==> src/hdl/rmq_pkg.sv <==
// shared types and constants for the rotation matrix to quaternion core
// no dependencies
package rmq_pkg;

   localparam int FRAC_BITS = 14;
   localparam int DATA_W = 16;
   localparam int RAD_W = 32;
   localparam int ROOT_W = RAD_W / 2;
   localparam int SQ_REM_W = ROOT_W + 3;
   localparam int MAG_W = DATA_W + 1;
   localparam int BIG_W = ROOT_W - 1;
   localparam int DVD_W = MAG_W + FRAC_BITS - 2;
   localparam int LANES = 3;

   localparam logic [1:0] COMP_W = 2'd0;
   localparam logic [1:0] COMP_X = 2'd1;
   localparam logic [1:0] COMP_Y = 2'd2;
   localparam logic [1:0] COMP_Z = 2'd3;

   typedef struct packed {
      logic signed [DATA_W-1:0] m00;
      logic signed [DATA_W-1:0] m01;
      logic signed [DATA_W-1:0] m02;
      logic signed [DATA_W-1:0] m10;
      logic signed [DATA_W-1:0] m11;
      logic signed [DATA_W-1:0] m12;
      logic signed [DATA_W-1:0] m20;
      logic signed [DATA_W-1:0] m21;
      logic signed [DATA_W-1:0] m22;
   } req_type;

   typedef struct packed {
      logic signed [DATA_W-1:0] quat_w;
      logic signed [DATA_W-1:0] quat_x;
      logic signed [DATA_W-1:0] quat_y;
      logic signed [DATA_W-1:0] quat_z;
      logic [1:0] largest_component;
   } rsp_type;

   typedef struct packed {
      logic [SQ_REM_W-1:0] rem;
      logic [ROOT_W-1:0] root;
      logic [RAD_W-1:0] rad;
   } sq_type;

   typedef struct packed {
      logic [BIG_W-1:0] rem;
      logic [DVD_W-1:0] dq;
   } dv_type;

   typedef struct packed {
      logic [1:0] idx;
      logic [LANES-1:0] neg;
      logic [LANES-1:0][MAG_W-1:0] mag;
   } sq_side_type;

   typedef struct packed {
      logic [1:0] idx;
      logic [LANES-1:0] neg;
      logic [BIG_W-1:0] big;
   } dv_side_type;

endpackage

==> src/hdl/rmq_div_cell.sv <==
// one step of the restoring divider chain, one quotient bit per cell
// depends on rmq_pkg
module rmq_div_cell (
   input  logic clock,
   input  logic enable,
   input  logic [rmq_pkg::BIG_W-1:0] divisor,
   input  rmq_pkg::dv_type cell_i,
   output rmq_pkg::dv_type cell_ff
);
   import rmq_pkg::*;

   logic [BIG_W:0] rem2;
   logic ge;
   dv_type cell_in;

   always_comb begin
      rem2 = {cell_i.rem, cell_i.dq[DVD_W-1]};
      ge = rem2 >= {1'b0, divisor};
      cell_in.dq = {cell_i.dq[DVD_W-2:0], ge};
      if (ge) begin
         cell_in.rem = BIG_W'(rem2 - {1'b0, divisor});
      end else begin
         cell_in.rem = rem2[BIG_W-1:0];
      end
   end

   always_ff @(posedge clock) begin
      if (enable) begin
         cell_ff <= cell_in;
      end
   end
endmodule

==> config.mk <==
export PLATFORM = sky130hd
export DESIGN_NAME = rmq_div_cell
export DESIGN_NICKNAME = d
export VERILOG_FILES = /design/src/hdl/rmq_pkg.sv /design/src/hdl/rmq_div_cell.sv
export SDC_FILE = /design/constraint.sdc
export NUM_CORES = 1
export LEC_CHECK = 0
export BUFFER_PORTS_ARGS = -buffer_cell sky130_fd_sc_hd__buf_2
export CAP_MARGIN = 20
export CORE_AREA = 2 2 79 81
export CTS_BUF_LIST = sky130_fd_sc_hd__clkbuf_4 sky130_fd_sc_hd__clkbuf_8
export DETAILED_ROUTE_END_ITERATION = 7
export DIE_AREA = 0 0 81 83
export GPL_TIMING_DRIVEN = 1
export PLACE_DENSITY = 0.71
export SETUP_SLACK_MARGIN = 0.15
export SYNTH_ARGS = -nofsm -noshare
export SYNTH_HDL_FRONTEND = slang
export SYNTH_SLANG_ARGS = --single-unit
==> constraint.sdc <==
create_clock -name clock -period 2.8 [get_ports clock]
set_input_delay 0 -clock clock [delete_from_list [all_inputs] [get_ports clock]]
set_output_delay 0 -clock clock [all_outputs]
set_load 0.05 [all_outputs]
* Word level (Yosys, flattened, before mapping)
Index checks and enable logic that the tools add are counted.
** Cells by class
- Add/subtract/negate cells :: 1
- $lt $le $gt $ge :: 1
- Multiplexer cells :: 1
** Operators by type and width (count)
- >= comparator 16 x 15 -> 1 bit :: 1
- two-way mux 15 bit :: 1
- subtractor 15 bit :: 1
** Word-level totals
- Register bits after elaboration :: 44
- Output and inout port bits :: 44
- Bits of input ports :: 61
- Word-level logic and storage cells :: 5

* Logic depth before layout (Yosys ltp)
Gate-level depths: netlist (run 1).
- Word-level depth :: 2
- Depth in mapped cells :: 11
- Depth with buffers taken out :: 9

* Least setup slack after synthesis (run 1)
No wires, ideal clock.
- Path kind :: input port to flip-flop
- Start :: input cell_i[28] (netlist bit)
- End :: register cell_ff[36] (netlist bit) (data pin)
- Setup time :: 0.260 ns
- Data arrival time :: 1.913 ns
- Setup slack :: 0.626 ns
- Data required time :: 2.540 ns
- Path buffers :: 2
- Stages on the path :: 11
- Path through :: inv_1 -> ha_1 -> fa_1 -> nand2b_1 -> a21oi_1 -> o221ai_1 -> o2111ai_1 -> a311o_1 -> buf_6 -> buf_12 -> mux2_4
** RTL lines
- from (decl) :: line rmq_div_cell.sv:7 : input rmq_pkg::dv_type cell_i,
- to (signal assigned) :: line rmq_div_cell.sv:29 : cell_ff <= cell_in;
- to (decl) :: line rmq_div_cell.sv:8 : output rmq_pkg::dv_type cell_ff

==> results of run 1 <==
[worst max-delay path, delay by kind of cell]
family                   cells  cell delay [ps]
buffers and inverters        3              850
AO/OA/AOI/OAI                4              920
adder cells (fa/ha/maj)      1              380
multiplexers                 1              300
[cell usage after synthesis (all sizes together)]
| library cell | instances | share of area |
|---|---|---|
| a211o | 1 | 0.0042 |
| o41ai | 1 | 0.0037 |
| o21ai | 9 | 0.019 |
| a311o | 1 | 0.0042 |
| mux2 | 12 | 0.066 |
| a21boi | 1 | 0.0031 |
| o221ai | 1 | 0.0037 |
| o311ai | 1 | 0.0037 |
| edfxtp | 44 | 0.55 |
| a21oi | 9 | 0.030 |
| buf | 3 | 0.018 |
| a31oi | 2 | 0.0052 |
| a211oi | 3 | 0.0094 |
| nor3 | 1 | 0.0021 |
| nand2 | 13 | 0.020 |
| o211ai | 1 | 0.0031 |
| nand4 | 3 | 0.0079 |
| nand4b | 2 | 0.0073 |
| o31ai | 1 | 0.0052 |
| ha | 15 | 0.079 |
| o311a | 2 | 0.0084 |
| xnor2 | 7 | 0.026 |
| o21a | 4 | 0.013 |
| mux2i | 3 | 0.013 |
| and2 | 1 | 0.0026 |
| xor2 | 2 | 0.0073 |
| clkbuf | 2 | 0.0031 |
| nor2b | 2 | 0.0052 |
| inv | 19 | 0.030 |
| nor2 | 9 | 0.014 |
| fa | 1 | 0.0084 |
| nand3 | 4 | 0.0084 |
| o2111ai | 1 | 0.0037 |
| nand2b | 4 | 0.010 |
[timing repair]
| item | 4_1_cts | 5_1_grt |
|---|---|---|
| endpoints found under the hold margin | 28 | 1 |
| hold buffers | 28 | 1 |
| setup buffers | 0 | 0 |
[kinds of logic after synthesis]
kind of cell	after synthesis	synth area share
adder cells (fa/ha/maj)	16	0.0870
flip-flops	44	0.553
AO/OA/AOI/OAI	38	0.119
buffers and inverters	24	0.0508
multiplexers	15	0.0786
AND/OR/NAND/NOR	39	0.0786
XOR/XNOR	9	0.0330
[cell type report]
| class | count | area (sq um) | share of cell area |
|---|---|---|---|
| Timing Repair Buffer | 135 | 826 | 0.245 |
| Clock inverter | 3 | 46.3 | 0.0137 |
| Inverter | 19 | 71.3 | 0.0211 |
| Sequential cell | 44 | 1320 | 0.392 |
| Tap cell | 75 | 93.8 | 0.0278 |
| Clock buffer | 5 | 68.8 | 0.0204 |
| Multi-Input combinational cell | 117 | 946 | 0.280 |
[cell usage in the layout, fill, tap and decap left out, drive strengths merged]
| cell | n |
|---|---|
| dlygate4sd3 | 29 |
| nand4 | 3 |
| clkinvlp | 1 |
| o311ai | 1 |
| o2111ai | 1 |
| fa | 1 |
| o211ai | 1 |
| a21boi | 1 |
| inv | 20 |
| a211o | 1 |
| edfxtp | 44 |
| nand4b | 2 |
| o41ai | 1 |
| a31oi | 2 |
| a311o | 1 |
| and2 | 1 |
| o221ai | 1 |
| mux2 | 12 |
| a21oi | 9 |
| xor2 | 2 |
| ha | 15 |
| o21a | 4 |
| nor3 | 1 |
| buf | 106 |
| nand2 | 13 |
| o311a | 2 |
| mux2i | 3 |
| nor2 | 9 |
| o21ai | 9 |
| nor2b | 2 |
| xnor2 | 7 |
| o31ai | 1 |
| bufinv | 1 |
| nand2b | 4 |
| a211oi | 3 |
| nand3 | 4 |
| clkbuf | 5 |
[stage by stage]
stage | util | instances
after CTS | 0.578 | 397
after floorplan | - | 185
after detailed placement | 0.510 | 361
after global placement | 0.510 | 361
after global routing | 0.580 | 398
final | 0.580 | 398
[worst min path at each step]
| stage | cells after the start | to | slack [ps] | start |
|---|---|---|---|---|
| final | 2 | cell_ff[41]$_DFFE_PP_ | 20 | cell_i[40] |
| after global routing | 2 | cell_ff[38]$_DFFE_PP_ | 7 | cell_i[37] |
| after CTS | 2 | cell_ff[41]$_DFFE_PP_ | 2 | cell_i[40] |
| after detailed placement | 1 | cell_ff[17]$_DFFE_PP_ | 180 | cell_i[16] |
| after global placement | 1 | cell_ff[2]$_DFFE_PP_ | 180 | cell_i[1] |
| after floorplan | 0 | cell_ff[10]$_DFFE_PP_ | 100 | cell_i[9] |
[per-layer routing]
metal | up-vias | share of wire | GRT usage
met5 | - | 0 | 0
met4 | 0 | 0.015 | 0.0586
met3 | 8 | 0.090 | 0.0446
met2 | 85 | 0.48 | 0.287
met1 | 869 | 0.42 | 0.184
li1 | 959 | - | -
[report_power, final]
group,switching (uW),internal (uW),total (uW)
combinational,427,232,659
sequential,15.9,810,826
clock,226,269,495
==> qor.txt, run 1 <==
Clock transition at path regs -> 90 ps
Max_cap viols -> 0
Share of layout cells above drive strength 1 -> 0.406
CP startpoint kind -> primary input
Pwr/cell area -> 587 nW/um^2
Syn Inst Count -> 185
Crit-path cells -> dlygate4sd3_1, buf_2, ha_1, a21oi_4, o21ai_1, o21a_1, a311o_1, buf_4, mux2_4
Fmax -> 417 MHz
Final setup vio count -> 0
Synthesized flop and latch total -> 44
Avg Cell Area, Syn -> 12.9 sq um
Largest register FFs -> 44
Worst endpoint required time -> 2850 ps
Worst-Margin Slew -> 988 ps
RSZ-0062 raised after global routing -> false
Initial antenna violation count -> 0
Initial core utilization -> 0.411
CTS tree -> yes
Lkg Pwr -> 0.00152 uW
CP endpoint kind -> register
DRC Markers -> 0
Design Area, Final -> 3370 sq um
Setup ws final -> 404 ps
Syn_nets -> 262
CTS root buf -> clkbuf_8
Post-DP HPWL -> 3.84 mm
Final hold vios -> 0
TritonRoute pass-1 iters -> 4
Critical Path Max Stage Delay -> 530 ps
H-tree depth -> 2
Sequential area share after synthesis -> 0.553
Fin nets -> 399
Port bufs -> 104
Status -> complete, no violations
Core Area -> 5820 sq um
Cell area after synthesis -> 2390 sq um
CP arrival -> 2440 ps
Critical Path Slowest Stage Cell -> dlygate4sd3_1
Post-route ant nets -> 0
Slew headroom -> 0.341
Initial DRC Count -> 73
Vias/cell -> 4.83
Pre-CTS setup slack -> 385 ps
Area of the die -> 6720 sq um
Netlist cell types -> 39
Hold WS -> 17.0 ps
Routed wire length -> 5.42 mm
Global-route wire length before repair -> 8.42 mm
Std cell rows -> 28
Bufs on Longest Clock Path -> 2
Critical path origin -> cell_i[39]
Syn-to-layout area delta -> 41.2%
Max-slew violations -> 0
Global-route usage over all layers -> 0.163
# diodes -> 0
Largest regs -> cell_ff x44
Pin count of the biggest net entering global routing -> 45
Clock Sinks -> 44
CP Max Fanout -> 7
Most flop-heavy register -> cell_ff
CP endpoint -> cell_ff[37]$_DFFE_PP_
Fill count -> 493
Worst setup path class -> primary input to register
Die Wd -> 81 microns
Vias in the first global route -> 1906
CTS Buf Count -> 5
Final critical-path required period -> 2400 ps
Area after DPL -> 2970 sq um
# resized after CTS -> 0
RePlAce Congestion -> 0.822
Final Power -> 1980 uW
# IOs -> 105
DR vias -> 1921
VDD IR-drop max -> 0.000279 V
Hold crit path type -> primary input to register
Die Y -> 83 microns
WL/cell -> 13.6 microns
Total negative slack -> 0 ps
Synthesis Warnings -> 0
Grt ovf -> 0
Final Cycle Share -> 0.856
No activity file was read; power rests on OpenSTA's default activity.
==> run 2, diff against run 1 <==
- ABC_AREA: default -> 1
- CORE_AREA: 2 2 79 81 -> 2 2 82 84
- DIE_AREA: 0 0 81 83 -> 0 0 84 86
- PLACE_DENSITY: 0.71 -> 0.7
- clock period: 2.8 -> 2.85 ns (I/O delays scaled with it)
==> qor.txt, run 2 <==
CTS Buf Count -> 5 (unchanged)
Syn Inst Count -> 280 (was 185)
CP startpoint kind -> primary input (unchanged)
Vias in the first global route -> 2254 (was 1906)
Post-synth EDFFs -> 44 (unchanged)
Status -> complete, no violations (unchanged)
Max_cap viols -> 0 (unchanged)
CP Max Fanout -> 18 (was 7)
TritonRoute pass-1 iters -> 5 (was 4)
Bufs on Longest Clock Path -> 2 (unchanged)
Clock Sinks -> 44 (unchanged)
Die Wd -> 84 microns (was 81 microns)
Share of layout cells above drive strength 1 -> 0.321 (was 0.406)
Setup ws final -> 1350 ps (was 404 ps)
Post-route ant nets -> 0 (unchanged)
Lkg Pwr -> 0.00185 uW (was 0.00152 uW)
Initial DRC Count -> 91 (was 73)
Final hold vios -> 0 (unchanged)
Std cell rows -> 29 (was 28)
Most used DFF post-synth -> edfxtp_1 (unchanged)
Hold crit path type -> primary input to register (unchanged)
Netlist cell types -> 29 (was 39)
Fin nets -> 493 (was 399)
DR vias -> 2263 (was 1921)
Core Area -> 6280 sq um (was 5820 sq um)
DRC Markers -> 0 (unchanged)
RePlAce Congestion -> 0.837 (was 0.822)
Asr flop ratio synth -> 0 (unchanged)
Post-DP HPWL -> 4.45 mm (was 3.84 mm)
Initial antenna violation count -> 0 (unchanged)
Vias/cell -> 4.58 (was 4.83)
Post-synth top cells -> nand2_1, inv_1, edfxtp_1 (was edfxtp_1, inv_1, ha_1)
# IOs -> 105 (unchanged)
Synth area leader -> edfxtp_1 (unchanged)
Hold Path Stages -> 3 (was 2)
Worst-Margin Slew -> 991 ps (was 988 ps)
Setup Buffers After CTS -> 0 (unchanged)
Area of the die -> 7220 sq um (was 6720 sq um)
WL/cell -> 12.3 microns (was 13.6 microns)
Largest register FFs -> 44 (unchanged)
Most flop-heavy register -> cell_ff (unchanged)
Synthesis Warnings -> 0 (unchanged)
CP arrival -> 1560 ps (was 2440 ps)
Critical path origin -> divisor[0] (was cell_i[39])
Final critical-path required period -> 1500 ps
Synthesized flop and latch total -> 44 (unchanged)
Global-route wire length before repair -> 10.2 mm (was 8.42 mm)
# resized after CTS -> 0 (unchanged)
Max-slew violations -> 0 (unchanged)
HP Start -> cell_i[42] (was cell_i[40])
Most common cell after layout, fill and taps aside -> buf_2 (unchanged)
Clock transition at path regs -> 90 ps (about the same)
Worst endpoint required time -> 2900 ps (was 2850 ps)
Global-route usage over all layers -> 0.176 (was 0.163)
Count leader, synth -> nand2_1 (was edfxtp_1)
Cell area after synthesis -> 2600 sq um (was 2390 sq um)
Final setup vio count -> 0 (unchanged)
# diodes -> 0 (unchanged)
Die Y -> 86 microns (was 83 microns)
CTS root buf -> clkbuf_8 (unchanged)
Area share of the largest cell type after synthesis -> 0.507 (was 0.553)
Grt ovf -> 0 (unchanged)
Hold Path Sink -> cell_ff[43]$_DFFE_PP_ (was cell_ff[41]$_DFFE_PP_)
Pin count of the biggest net entering global routing -> 45 (unchanged)
Largest regs -> cell_ff x44 (unchanged)
Syn-to-layout area delta -> 37.4% (was 41.2%)
Final Power -> 1930 uW (was 1980 uW)
VDD IR-drop max -> 0.000352 V (was 0.000279 V)
H-tree depth -> 2 (unchanged)
Hold-fix buffers, CTS -> 28 (unchanged)
Port bufs -> 104 (unchanged)
Avg Cell Area, Syn -> 9.30 sq um (was 12.9 sq um)
Pre-CTS setup slack -> 1020 ps (was 385 ps)
Commonest non-fill, non-tap cells in the layout -> buf_2, nand2_1, inv_1 (was buf_2, edfxtp_1, dlygate4sd3_1)
Routed wire length -> 6.09 mm (was 5.42 mm)
Fmax -> 665 MHz
Total negative slack -> 0 ps (unchanged)
Top post-synthesis cells by area -> edfxtp_1, nand2_1, ha_1 (was edfxtp_1, ha_1, mux2_4)
Slew headroom -> 0.339 (was 0.341)
CTS tree -> yes (unchanged)
Pwr/cell area -> 541 nW/um^2 (was 587 nW/um^2)
Sequential area share after synthesis -> 0.507 (was 0.553)
Initial core utilization -> 0.415 (was 0.411)
RSZ-0062 raised after global routing -> false (unchanged)
CP endpoint kind -> register (unchanged)
Worst setup path class -> primary input to register (unchanged)
Final Cycle Share -> 0.528
Syn_nets -> 357 (was 262)
[run 2: where the power goes]
group / internal, uW / switching (uW) / total (uW)
registers: 793 / 15.2 / 808
clock network: 270 / 215 / 485
logic: 192 / 449 / 641
[run 2: per-stage QoR]
step	utilization	cells	area (sq um)	hold slack [ps]
floorplan	-	280	2600	98.9
global placement	0.508	458	3190	176
detailed placement	0.508	458	3190	178
CTS	0.570	494	3580	19.1
global route	0.570	494	3580	25.6
finish	0.570	494	3580	18.4
[run 2: routing by layer]
metal	vias up	wire length (microns)	GRT usage
li1	1171	-	-
met2	91	2930	0.318
met1	994	2590	0.207
met4	0	78	0.0469
met5	-	0	0
met3	7	483	0.0491
[run 2: kinds of logic after synthesis]
family,after synthesis,synth area share
AOI/OAI and AO/OA,9,0.0216
adders and majority gates,16,0.0798
xor gates and xnor gates,5,0.0168
buffers and inverters,56,0.0894
and+or+nand+nor,150,0.285
DFF,44,0.507
[run 2: final cells by class]
type | instances | area (sq um)
timing repair buffer | 132 | 801
multi-input combinational | 180 | 1050
fill | 561 | 2700
tap | 77 | 96.3
inverter | 53 | 199
sequential | 44 | 1320
clock buffer | 6 | 76.3
clock inverter | 2 | 35.0
[run 2: critical path, stage by stage]
cell	delay [ps]
buf_2	100
ha_1	210
fa_1	360
inv_1	70
nand2_1	60
nand2_1	130
nand3_2	100
nand3_2	100
nand2_4	140
nand2_8	180
o21ai_0	110
[run 2: worst max path at each step]
stage	end	slack, ps	depth (start not counted)
floorplan	cell_ff[42]$_DFFE_PP_	1280	12
CTS	cell_ff[29]$_DFFE_PP_	1350	11
global placement	cell_ff[29]$_DFFE_PP_	1090	11
finish	cell_ff[29]$_DFFE_PP_	1350	11
global route	cell_ff[29]$_DFFE_PP_	1200	12
detailed placement	cell_ff[29]$_DFFE_PP_	1020	11
