### config.mk
export PLATFORM = sky130hd
export DESIGN_NAME = rmq_sqrt_cell
export DESIGN_NICKNAME = d
export VERILOG_FILES = /design/src/hdl/rmq_pkg.sv /design/src/hdl/rmq_sqrt_cell.sv
export SDC_FILE = /design/constraint.sdc
export NUM_CORES = 1
export LEC_CHECK = 0
export ABC_CLOCK_PERIOD_IN_PS = 7000
export BUFFER_PORTS_ARGS = -buffer_cell sky130_fd_sc_hd__buf_4
export CAP_MARGIN = 15
export CELL_PAD_IN_SITES_DETAIL_PLACEMENT = 1
export CELL_PAD_IN_SITES_GLOBAL_PLACEMENT = 2
export CORE_MARGIN = 2
export CORE_UTILIZATION = 32
export CTS_CLUSTER_DIAMETER = 100
export DETAILED_ROUTE_END_ITERATION = 8
export GPL_ROUTABILITY_DRIVEN = 0
export HOLD_SLACK_MARGIN = 0.08
export PLACE_DENSITY_LB_ADDON = 0.1
export SLEW_MARGIN = 20
export SYNTH_ARGS = -nofsm -noshare
export SYNTH_HDL_FRONTEND = slang
export SYNTH_SLANG_ARGS = --single-unit
### constraint.sdc
create_clock -name clock -period 7 [get_ports clock]
set_input_delay 0.7 -clock clock [delete_from_list [all_inputs] [get_ports clock]]
set_output_delay 0.7 -clock clock [all_outputs]
set_load 0.01 [all_outputs]
### src/hdl/rmq_pkg.sv
// shared types and constants for the rotation matrix to quaternion core
// no dependencies
package rmq_pkg;

   localparam int FRAC_BITS = 14;
   localparam int DATA_W = 16;
   localparam int RAD_W = 32;
   localparam int ROOT_W = RAD_W / 2;
   localparam int SQ_REM_W = ROOT_W + 3;
   localparam int MAG_W = DATA_W + 1;
   localparam int BIG_W = ROOT_W - 1;
   localparam int DVD_W = MAG_W + FRAC_BITS - 2;
   localparam int LANES = 3;

   localparam logic [1:0] COMP_W = 2'd0;
   localparam logic [1:0] COMP_X = 2'd1;
   localparam logic [1:0] COMP_Y = 2'd2;
   localparam logic [1:0] COMP_Z = 2'd3;

   typedef struct packed {
      logic signed [DATA_W-1:0] m00;
      logic signed [DATA_W-1:0] m01;
      logic signed [DATA_W-1:0] m02;
      logic signed [DATA_W-1:0] m10;
      logic signed [DATA_W-1:0] m11;
      logic signed [DATA_W-1:0] m12;
      logic signed [DATA_W-1:0] m20;
      logic signed [DATA_W-1:0] m21;
      logic signed [DATA_W-1:0] m22;
   } req_type;

   typedef struct packed {
      logic signed [DATA_W-1:0] quat_w;
      logic signed [DATA_W-1:0] quat_x;
      logic signed [DATA_W-1:0] quat_y;
      logic signed [DATA_W-1:0] quat_z;
      logic [1:0] largest_component;
   } rsp_type;

   typedef struct packed {
      logic [SQ_REM_W-1:0] rem;
      logic [ROOT_W-1:0] root;
      logic [RAD_W-1:0] rad;
   } sq_type;

   typedef struct packed {
      logic [BIG_W-1:0] rem;
      logic [DVD_W-1:0] dq;
   } dv_type;

   typedef struct packed {
      logic [1:0] idx;
      logic [LANES-1:0] neg;
      logic [LANES-1:0][MAG_W-1:0] mag;
   } sq_side_type;

   typedef struct packed {
      logic [1:0] idx;
      logic [LANES-1:0] neg;
      logic [BIG_W-1:0] big;
   } dv_side_type;

endpackage

### src/hdl/rmq_sqrt_cell.sv
// one step of the square root chain, one root bit per cell
// depends on rmq_pkg
module rmq_sqrt_cell (
   input  logic clock,
   input  logic enable,
   input  rmq_pkg::sq_type cell_i,
   output rmq_pkg::sq_type cell_ff
);
   import rmq_pkg::*;

   logic [SQ_REM_W-1:0] rem2;
   logic [SQ_REM_W-1:0] trial;
   sq_type cell_in;

   always_comb begin
      rem2 = {cell_i.rem[SQ_REM_W-3:0], cell_i.rad[RAD_W-1 -: 2]};
      trial = {1'b0, cell_i.root, 2'b01};
      cell_in.rad = {cell_i.rad[RAD_W-3:0], 2'b00};
      if (rem2 >= trial) begin
         cell_in.rem = rem2 - trial;
         cell_in.root = {cell_i.root[ROOT_W-2:0], 1'b1};
      end else begin
         cell_in.rem = rem2;
         cell_in.root = {cell_i.root[ROOT_W-2:0], 1'b0};
      end
   end

   always_ff @(posedge clock) begin
      if (enable) begin
         cell_ff <= cell_in;
      end
   end
endmodule

# Word-level counts from Yosys, hierarchy flattened
# Index checks and enable logic that the tools add are counted.
# word_totals
ff_bits,65
word_cells,6
# classes
n_addsub,1
magnitude_cmp,1
n_mux,1
# ops
op,count
$mux W35,1
$ge A19 B18 Y1,1
$sub A19 B18 Y19,1

# Depth between registers and ports, before layout
# Gate-level depths: netlist of the first run.
# depth
ltp_word,2
ltp_mapped,10
depth_no_buf,9

# Worst setup path before layout of the first run
# No wires, ideal clock.
# synth_path
path_type,input-to-reg
startpoint,in cell_i[46] (netlist bit)
endpoint,"reg cell_ff[58] (netlist bit), data pin"
setup_ns,0.260
t_arrival_ns,2.460
t_required_ns,6.740
setup_slack_ns,4.280
cell_stages,8
n_path_buf,0
path_cell_list,inv_1 -> ha_1 -> a21o_1 -> a211o_1 -> a31oi_2 -> o21ai_1 -> a31oi_4 -> mux2_2
# synth_rtl
item,line,source
from (decl),rmq_sqrt_cell.sv:6,"input rmq_pkg::sq_type cell_i,"
to (signal assigned),rmq_sqrt_cell.sv:30,cell_ff <= cell_in;
to (decl),rmq_sqrt_cell.sv:7,output rmq_pkg::sq_type cell_ff

==> impl_metrics.csv, run 1 <==
group,metric,value,unit
outcome,outcome,"complete, no violations",
sta,whs,0.539,ns
logic_synthesis,yosys_warnings,0,
hold_path,min_to,"cell_ff[27]",
logic_synthesis,ys_seq_area_frac,0.628,
sta,finalSetupViolCount,0,
place,place_hpwl,5600,microns
sta,slew_headroom,0.417,
clock_tree,cts_sinks,65,
critical_path,worstPathMaxFanout,31,
sta,max_freq,0.309,GHz
sta,hold_viol,0,
clock_tree,cts_tree,"built",
clock_tree,h-tree-depth,3,
die,row_count,35,
drt,drt_iter0_drc,63,
power,ir_worst_vdd,0.000101,V
sta,final.min_clock_period,3.23,ns
logic_synthesis,syn_inst,236,
power,power.leakage,0.00193,uW
grt,grt_pass1_vias,2345,
power,power.internal,712,uW
layout,multi_input_area,1030,sq um
sta,fin_crit_sh,0.462,
layout,top_register,"cell_ff",
die,fp.dieH,103,microns
sta,slew_violations,0,
logic_synthesis,ys_ff_latch,65,
clock_tree,cts_hold_buffers,0,
critical_path,start_kind,"input port",
grt,grt_pass1_wl,11300,microns
layout,final_cell_area,4370,sq um
critical_path,path_class,"in2reg",
layout,area.growth.synth_to_final,40.7,%
drt,postRouteAntennaNets,0,
die,initial_core_util,0.333,
logic_synthesis,synth.avg_cell_area,13.2,sq um
grt,top_usage_layer,"met2",
power,clkPwrFrac,0.276,
die,core,9330,sq um
sta,tns,0,ns
power,power.switching,264,uW
die,die_x,103,microns
sta,rsz0062_at_grt,"false",
clock_tree,clk_pin_slew,0.07,ns
sta,timing_worst_slew_pin_value,0.875,ns
place,io_buffers,131,
drt,dr.pass1.iters,4,
layout,num-nets-final,460,
drt,drc,0,
job,cap_violations,0,
power,combPwrFrac,0.226,
layout,n_antenna_cell,0,
hold_path,min_from,"cell_i[25]",
place,placed_area,4210,sq um
clock_tree,clock_path_buffers,2,
power,p_per_area,223,nW/um^2
drt,wl_per_cell,14.9,microns
layout,regArea,1950,sq um
layout,fillCellCount,1030,
logic_synthesis,synth_area,3110,sq um
grt,overflow,0,
logic_synthesis,ys.flop_type,"edfxtp_1",
layout,drive_gt1_frac,0.406,
drt,num_vias,2328,
hold_path,worstHoldPathType,"in2reg",
power,pwr-share-seq,0.499,
critical_path,crit_required,7.09,ns
logic_synthesis,async_flop_share,0,
hold_path,hold_path_depth,1,
critical_path,cp_data_arrival_time,3.32,ns
drt,viasPerCell,4.60,
critical_path,critPathCaptureType,"flop",
clock_tree,cts_resized,0,
grt,grt_use_met2,0.226,
logic_synthesis,synth-edff-count,65,
layout,largest_register_ffs,65,
grt,grt_max_degree,66,
die,ios,136,
clock_tree,cts_setup_buffers,0,
die,die_area,10500,sq um
grt,use_met3,0.0522,
grt,antenna_found_initial,0,
clock_tree,cts_buffers,9,
clock_tree,cts_root_buffer,"clkbuf_8",
logic_synthesis,ys_types,45,
grt,grt_util_met1,0.179,
grt,grt_usage,0.141,
drt,drt-total-wl,7530,microns
power,switching_share,0.271,
layout,top_regs,"cell_ff (65)",
routing by layer:
metal | wire length (microns) | share of wire
met1 | 3320 | 0.44
met3 | 675 | 0.090
met4 | 78 | 0.010
met2 | 3450 | 0.46
met5 | 0 | 0
layout make-up:
cell class                      count  share of cell area
Clock buffer                        9              0.0283
Multi-Input combinational cell    144               0.236
Inverter                           22              0.0189
Sequential cell                    65               0.446
Clock inverter                      6             0.00830
Timing Repair Buffer              131               0.225
Tap cell                          129              0.0369
worst max path at each step:
stage                     from     endpoint  slack (ns)  depth (start not counted)
floorplan           cell_i[46]  cell_ff[58]        4.28                          8
CTS                 cell_i[38]  cell_ff[58]        3.76                          9
global route        cell_i[46]  cell_ff[58]        3.61                          9
finish              cell_i[46]  cell_ff[58]        3.77                          9
global placement    cell_i[38]  cell_ff[58]        3.43                          9
detailed placement  cell_i[38]  cell_ff[58]        3.38                          9
through the flow:
stage	util	setup slack (ns)	std cells	power [uW]
2_1_floorplan	-	4.28	237	604
3_3_place_gp	0.452	3.43	491	714
3_5_place_dp	0.452	3.38	491	720
4_1_cts	0.469	3.76	506	995
5_1_grt	0.469	3.61	506	1030
6_report	0.469	3.77	506	976
cells by family (layout without fill, tap and decap cells):
group	after synthesis	count (layout)	synth area share
and+or+nand+nor	46	46	0.0745
xor gates and xnor gates	14	14	0.0395
buffers and inverters	28	168	0.0411
adders and majority gates	18	18	0.0725
AOI/OAI and AO/OA	62	62	0.136
muxes	2	2	0.00684
DFF	65	65	0.628
other	1	2	0.00121
power by group through the flow:
stage / registers [uW] / logic [uW] / clock network (uW)
6_report: 487 / 220 / 269
5_1_grt: 491 / 245 / 296
4_1_cts: 487 / 225 / 283
3_5_place_dp: 496 / 224 / 0
3_3_place_gp: 494 / 220 / 0
2_1_floorplan: 517 / 87.8 / 0
cells in the mapped netlist (all sizes together) (2+ instances only):
| master | n | area (sq um) |
|---|---|---|
| a211o | 2 | 17.5 |
| a21boi | 2 | 18.8 |
| a21o | 9 | 67.6 |
| a21oi | 7 | 35.0 |
| a31oi | 3 | 40.0 |
| buf | 5 | 41.3 |
| edfxtp | 65 | 1950 |
| ha | 18 | 225 |
| inv | 22 | 82.6 |
| nand2 | 17 | 63.8 |
| nand2b | 2 | 12.5 |
| nand3 | 6 | 42.5 |
| nor2 | 10 | 37.5 |
| nor3 | 3 | 15.0 |
| o211ai | 4 | 30.0 |
| o21a | 3 | 22.5 |
| o21ai | 22 | 110 |
| o22ai | 2 | 12.5 |
| or3 | 2 | 12.5 |
| xnor2 | 5 | 43.8 |
| xor2 | 9 | 78.8 |
worst max-delay path, cell delays in order:
cell	delay, ns
buf_4	0.09
inv_1	0.03
ha_1	0.35
a21o_1	0.23
a211o_1	0.31
a31oi_2	0.30
o21ai_1	0.17
a31oi_4	0.72
mux2_2	0.41
cells in the final DEF, fill, tap and decap left out, types with 3 or more instances in the layout:
cell type | netlist | layout
buf_4 | 4 | 131
edfxtp_1 | 65 | 65
inv_1 | 22 | 22
o21ai_0 | 21 | 21
ha_1 | 18 | 18
nand2_1 | 17 | 17
nor2_1 | 10 | 10
a21o_1 | 9 | 9
xor2_1 | 9 | 9
clkbuf_8 | 0 | 9
a21oi_1 | 7 | 7
nand3_1 | 5 | 5
xnor2_1 | 5 | 5
o211ai_1 | 4 | 4
clkinv_2 | 0 | 4
o21a_1 | 3 | 3
nor3_1 | 3 | 3
Power figures use the tool's default switching activity.
==> inputs of run 2 (changes only) <==
Settings changed: ABC_AREA set to 1, ABC_CLOCK_PERIOD_IN_PS 7000 to 3000, CORE_UTILIZATION 32 to 28.
Clock period 7 ns to 3 ns, I/O delays scaled along.
==> impl_metrics.csv, run 2 <==
group,metric,value,unit
outcome,outcome,"complete, no violations",
die,die_x,115,microns
logic_synthesis,synth.top_cell.area_share,0.566,
clock_tree,cts_sinks,65,
layout,fillCellCount,1445,
sta,fin_crit_sh,0.603,
sta,setup_ws,1.19,ns
logic_synthesis,synth_area,3450,sq um
drt,drt_iter0_drc,118,
critical_path,cp_data_arrival_time,1.89,ns
drt,dr.pass1.iters,4,
critical_path,crit_required,3.08,ns
grt,antenna_found_initial,0,
logic_synthesis,yosys_warnings,0,
clock_tree,cts_tree,"built",
sta,max_freq,0.553,GHz
critical_path,start_kind,"input port",
layout,drive_gt1_frac,0.302,
layout,area.growth.synth_to_final,41.3,%
layout,layout_commonest_cell,"nand2_1",
logic_synthesis,synth-edff-count,65,
layout,largest_register_ffs,65,
sta,slew_violations,0,
logic_synthesis,ys_types,21,
drt,num_vias,2894,
sta,finalSetupViolCount,0,
grt,overflow,0,
critical_path,crit_buf_inv,4,
grt,grt_usage,0.145,
power,power.internal,2000,uW
drt,drt-total-wl,9300,microns
critical_path,critPathSlowestCell,"ha_1",
clock_tree,cts_resized,0,
die,core,12000,sq um
drt,viasPerCell,4.32,
layout,top_regs,"cell_ff (65)",
grt,grt_pass1_vias,2930,
sta,rsz0062_at_grt,"false",
layout,num-nets-final,606,
sta,slew_headroom,0.426,
sta,hold_viol,0,
place,place_ws,0.801,ns
sta,whs,0.151,ns
logic_synthesis,synth_commonest_cells,"nand2_1 (143), edfxtp_1 (65), inv_1 (55), nor2_1 (28), nand3_1 (20)",
logic_synthesis,ys_seq_area_frac,0.566,
clock_tree,clk_pin_slew,0.06,ns
critical_path,worstPathMaxFanout,20,
power,combPwrFrac,0.208,
critical_path,worst_path_largest_cell_delay,0.37,ns
layout,utilization,0.405,
logic_synthesis,async_flop_share,0,
die,row_count,40,
die,ios,136,
critical_path,critPathCaptureType,"flop",
grt,grt_max_degree,66,
logic_synthesis,yosysTopAreaCell,"edfxtp_1",
power,ir_worst_vdd,0.000222,V
grt,grt_pass1_wl,14700,microns
power,clkPwrFrac,0.378,
power,power.switching,729,uW
power,pwr-share-seq,0.415,
clock_tree,clock_path_buffers,2,
logic_synthesis,synth.avg_cell_area,9.07,sq um
sta,timing_worst_slew_pin_value,0.861,ns
clock_tree,cts_root_buffer,"clkbuf_16",
critical_path,path_cells,"buf_4 > inv_1 > ha_1 > nand2_1 > inv_1 > nand2_1 > nor2_1 > nand3b_1 > nand4_2 > buf_4 > o21ai_1",
job,cap_violations,0,
power,switching_share,0.267,
layout,final_cell_area,4870,sq um
critical_path,critPathTopFamily,"simple AND/OR/NAND/NOR gates",
sta,tns,0,ns
drt,wl_per_cell,13.9,microns
die,die_area,13200,sq um
hold_path,worstHoldPathType,"in2reg",
sta,final.min_clock_period,1.81,ns
layout,top_register,"cell_ff",
power,power.leakage,0.00239,uW
drt,drc,0,
logic_synthesis,synth.most_common_cell,"nand2_1",
power,p_per_area,561,nW/um^2
place,placed_area,4580,sq um
logic_synthesis,syn_inst,380,
clock_tree,cts_setup_buffers,0,
die,initial_core_util,0.287,
logic_synthesis,synthTopCellsByArea,"edfxtp_1 (57%), nand2_1 (16%), ha_1 (6.5%)",
layout,layout_common_cells,"nand2_1 (143), buf_4 (132), edfxtp_1 (65), inv_1 (55), nor2_1 (28)",
drt,postRouteAntennaNets,0,
layout,n_antenna_cell,0,
die,fp.dieH,115,microns
logic_synthesis,ys.flop_type,"edfxtp_1",
critical_path,path_class,"in2reg",
logic_synthesis,ys_ff_latch,65,
clock_tree,cts_buffers,9,
place,io_buffers,131,
place,place_hpwl,6960,microns
clock_tree,h-tree-depth,3,
clock_tree,cts_hold_buffers,0,
## run 2: changes by cell type after synthesis, sizes merged, moves of 4 or more
cell / delta
nand3: +14
a21o: -9
o211ai: -4
nor2: +18
inv: +42
nand2: +126
a21oi: +5
o21ai: -18
## run 2: cell families (layout without fill, tap and decap cells)
group | after synthesis | count (layout) | share of synthesized area
AO/OA/AOI/OAI | 18 | 18 | 0.0287
buffers and inverters | 69 | 211 | 0.0817
XOR/XNOR | 9 | 9 | 0.0229
AND/OR/NAND/NOR | 200 | 200 | 0.234
other | 1 | 2 | 0.00109
adder cells (fa/ha/maj) | 18 | 18 | 0.0653
flip-flops | 65 | 65 | 0.566
## run 2: path summary, 6_finish.rpt
kind / end / cells after the start / slack, ns / from
setup / recovery: cell_ff[49] / 11 / 1.19 / cell_i[45]
hold / removal: cell_ff[2] / 1 / 0.15 / cell_i[0]
## run 2: final cells by class
| type | instances | area, sq um | share of cell area |
|---|---|---|---|
| Sequential cell | 65 | 1950 | 0.401 |
| Multi-Input combinational cell | 247 | 1220 | 0.250 |
| Timing Repair Buffer | 132 | 991 | 0.203 |
| Inverter | 64 | 240 | 0.0493 |
| Clock buffer | 9 | 225 | 0.0462 |
| Tap cell | 147 | 184 | 0.0378 |
| Clock inverter | 6 | 60.1 | 0.0123 |
## run 2: power by group through the flow
stage          registers, uW  clock network (uW)  logic (uW)
2_1_floorplan           1200                   0         242
3_3_place_gp            1150                   0         574
3_5_place_dp            1150                   0         579
4_1_cts                 1140                1070         581
5_1_grt                 1140                1120         642
6_report                1130                1030         567
## run 2: layer usage
metal | GRT usage | routed length, microns | up-vias
li1 | - | - | 1488
met5 | 0 | 0 | -
met2 | 0.233 | 4110 | 95
met4 | 0.0458 | 148 | 0
met1 | 0.192 | 4430 | 1301
met3 | 0.0364 | 605 | 10
## run 2: per-stage QoR
step | power, uW | std cells
final | 2730 | 670
after global routing | 2900 | 670
after CTS | 2790 | 670
after detailed placement | 1730 | 655
after global placement | 1720 | 655
after floorplan | 1440 | 381
==> inputs of run 3 (changes only) <==
Settings changed: ABC_CLOCK_PERIOD_IN_PS 3000 to 1900.
Clock period 3 ns to 1.9 ns, I/O delays scaled along.
==> impl_metrics.csv, run 3 (same netlist as run 2, synthesis figures left out) <==
group,metric,value,unit
clock_tree,clock_path_buffers,2,
critical_path,crit_path_end,"cell_ff[65]",
die,die_area,13200,sq um
critical_path,crit_required,1.99,ns
sta,slew_violations,0,
critical_path,path_class,"in2reg",
layout,n_antenna_cell,0,
critical_path,critPathCaptureType,"flop",
critical_path,cp_data_arrival_time,1.72,ns
drt,postRouteAntennaNets,0,
layout,area.growth.synth_to_final,63.6,%
critical_path,worstPathMaxFanout,9,
grt,grt_max_degree,44,
grt,grt_usage,0.166,
clock_tree,cts_sinks,65,
die,row_count,40,
critical_path,start_kind,"input port",
power,p_total,4520,uW
die,die_x,115,microns
power,power.leakage,0.00276,uW
clock_tree,cts_root_buffer,"clkbuf_16",
layout,drive_gt1_frac,0.320,
layout,num-nets-final,688,
die,fp.dieH,115,microns
clock_tree,cts_setup_buffers,0,
drt,wl_per_cell,14.2,microns
grt,overflow,0,
clock_tree,cts_resized,0,
place,place_hpwl,7650,microns
drt,drt_iter0_drc,139,
sta,rsz0062_at_grt,"false",
layout,largest_register_ffs,65,
clock_tree,cts_tree,"built",
drt,viasPerCell,4.35,
layout,top_regs,"cell_ff (65)",
drt,drt-total-wl,10700,microns
layout,layout_common_cells,"buf_4 (166), nand2_1 (143), edfxtp_1 (65), inv_1 (55), dlygate4sd3_1 (45)",
power,ir_worst_vdd,0.000311,V
sta,final.min_clock_period,1.63,ns
hold_path,worstHoldPathType,"in2reg",
grt,antenna_found_initial,0,
clock_tree,cts_buffers,9,
grt,grt_pass1_wl,16900,microns
place,place_ws,-0.112,ns
job,cap_violations,0,
layout,fillCellCount,1418,
sta,setup_ws,0.269,ns
die,core,12000,sq um
sta,hold_viol,0,
drt,dr.pass1.iters,4,
hold_path,min_from,"cell_i[49]",
die,ios,136,
critical_path,critPathLaunch,"cell_i[45]",
grt,grt_pass1_vias,3459,
sta,finalSetupViolCount,0,
drt,num_vias,3276,
sta,whs,0.124,ns
layout,layout_commonest_cell,"buf_4",
clock_tree,clk_pin_slew,0.06,ns
clock_tree,h-tree-depth,3,
place,io_buffers,131,
drt,drc,0,
die,initial_core_util,0.287,
sta,fin_crit_sh,0.858,
power,p_per_area,801,nW/um^2
sta,max_freq,0.613,GHz
outcome,outcome,"complete, no violations",
layout,top_register,"cell_ff",
## run 3: worst max-delay path: stages
cell and delay [ns]:
buf_4 0.08, inv_1 0.04, ha_1 0.38, nand2_1 0.11
inv_1 0.06, nand2_1 0.06, nor2_1 0.17, nand3b_1 0.12
nand4_2 0.15, inv_2 0.08, buf_12 0.15, nand2_1 0.05
nand2_1 0.05
## run 3: what timing repair did
| item | in CTS | in global routing |
|---|---|---|
| endpoints found under the hold margin | 45 | 0 |
| setup endpoints to repair | 0 | 0 |
| hold buffers | 45 | 0 |
## run 3: power breakdown
part | leakage (uW) | total (uW) | switching, uW | internal [uW]
sequential | 0.000636 | 1790 | 40.0 | 1750
combinational | 0.00199 | 1110 | 542 | 565
clock | 0.000136 | 1620 | 614 | 1010
total | 0.00276 | 4520 | 1200 | 3320
## run 3: per-stage QoR
stage,TNS (ns),utilization,std cells,instance area (sq um)
detailed placement,-1.70,0.408,692,4900
floorplan,0,-,381,3450
global placement,-1.64,0.408,692,4900
finish,0,0.469,753,5640
global route,0,0.469,753,5640
CTS,0,0.469,753,5640
## run 3: how the worst min path moves through the flow
stage                             end  slack [ns]  cells past startpoint
after CTS                 cell_ff[51]        0.12                      3
after global routing      cell_ff[52]        0.13                      3
after detailed placement  cell_ff[31]        0.37                      1
final                     cell_ff[51]        0.12                      3
after floorplan           cell_ff[10]        0.29                      0
after global placement     cell_ff[2]        0.37                      1
## run 3: final cells by class
type | instances | area, sq um | area share
clock buffer | 10 | 229 | 0.0406
timing repair buffer | 214 | 1760 | 0.312
sequential | 65 | 1950 | 0.346
tap | 147 | 184 | 0.0326
multi-input combinational | 247 | 1220 | 0.216
clock inverter | 6 | 58.8 | 0.0104
inverter | 64 | 240 | 0.0426
## run 3: routing by layer
metal	track usage	wire, microns	vias up
li1	-	-	1653
met1	0.211	4970	1519
met2	0.282	5050	97
met3	0.0395	603	7
met4	0.0506	89	0
met5	0	0	-
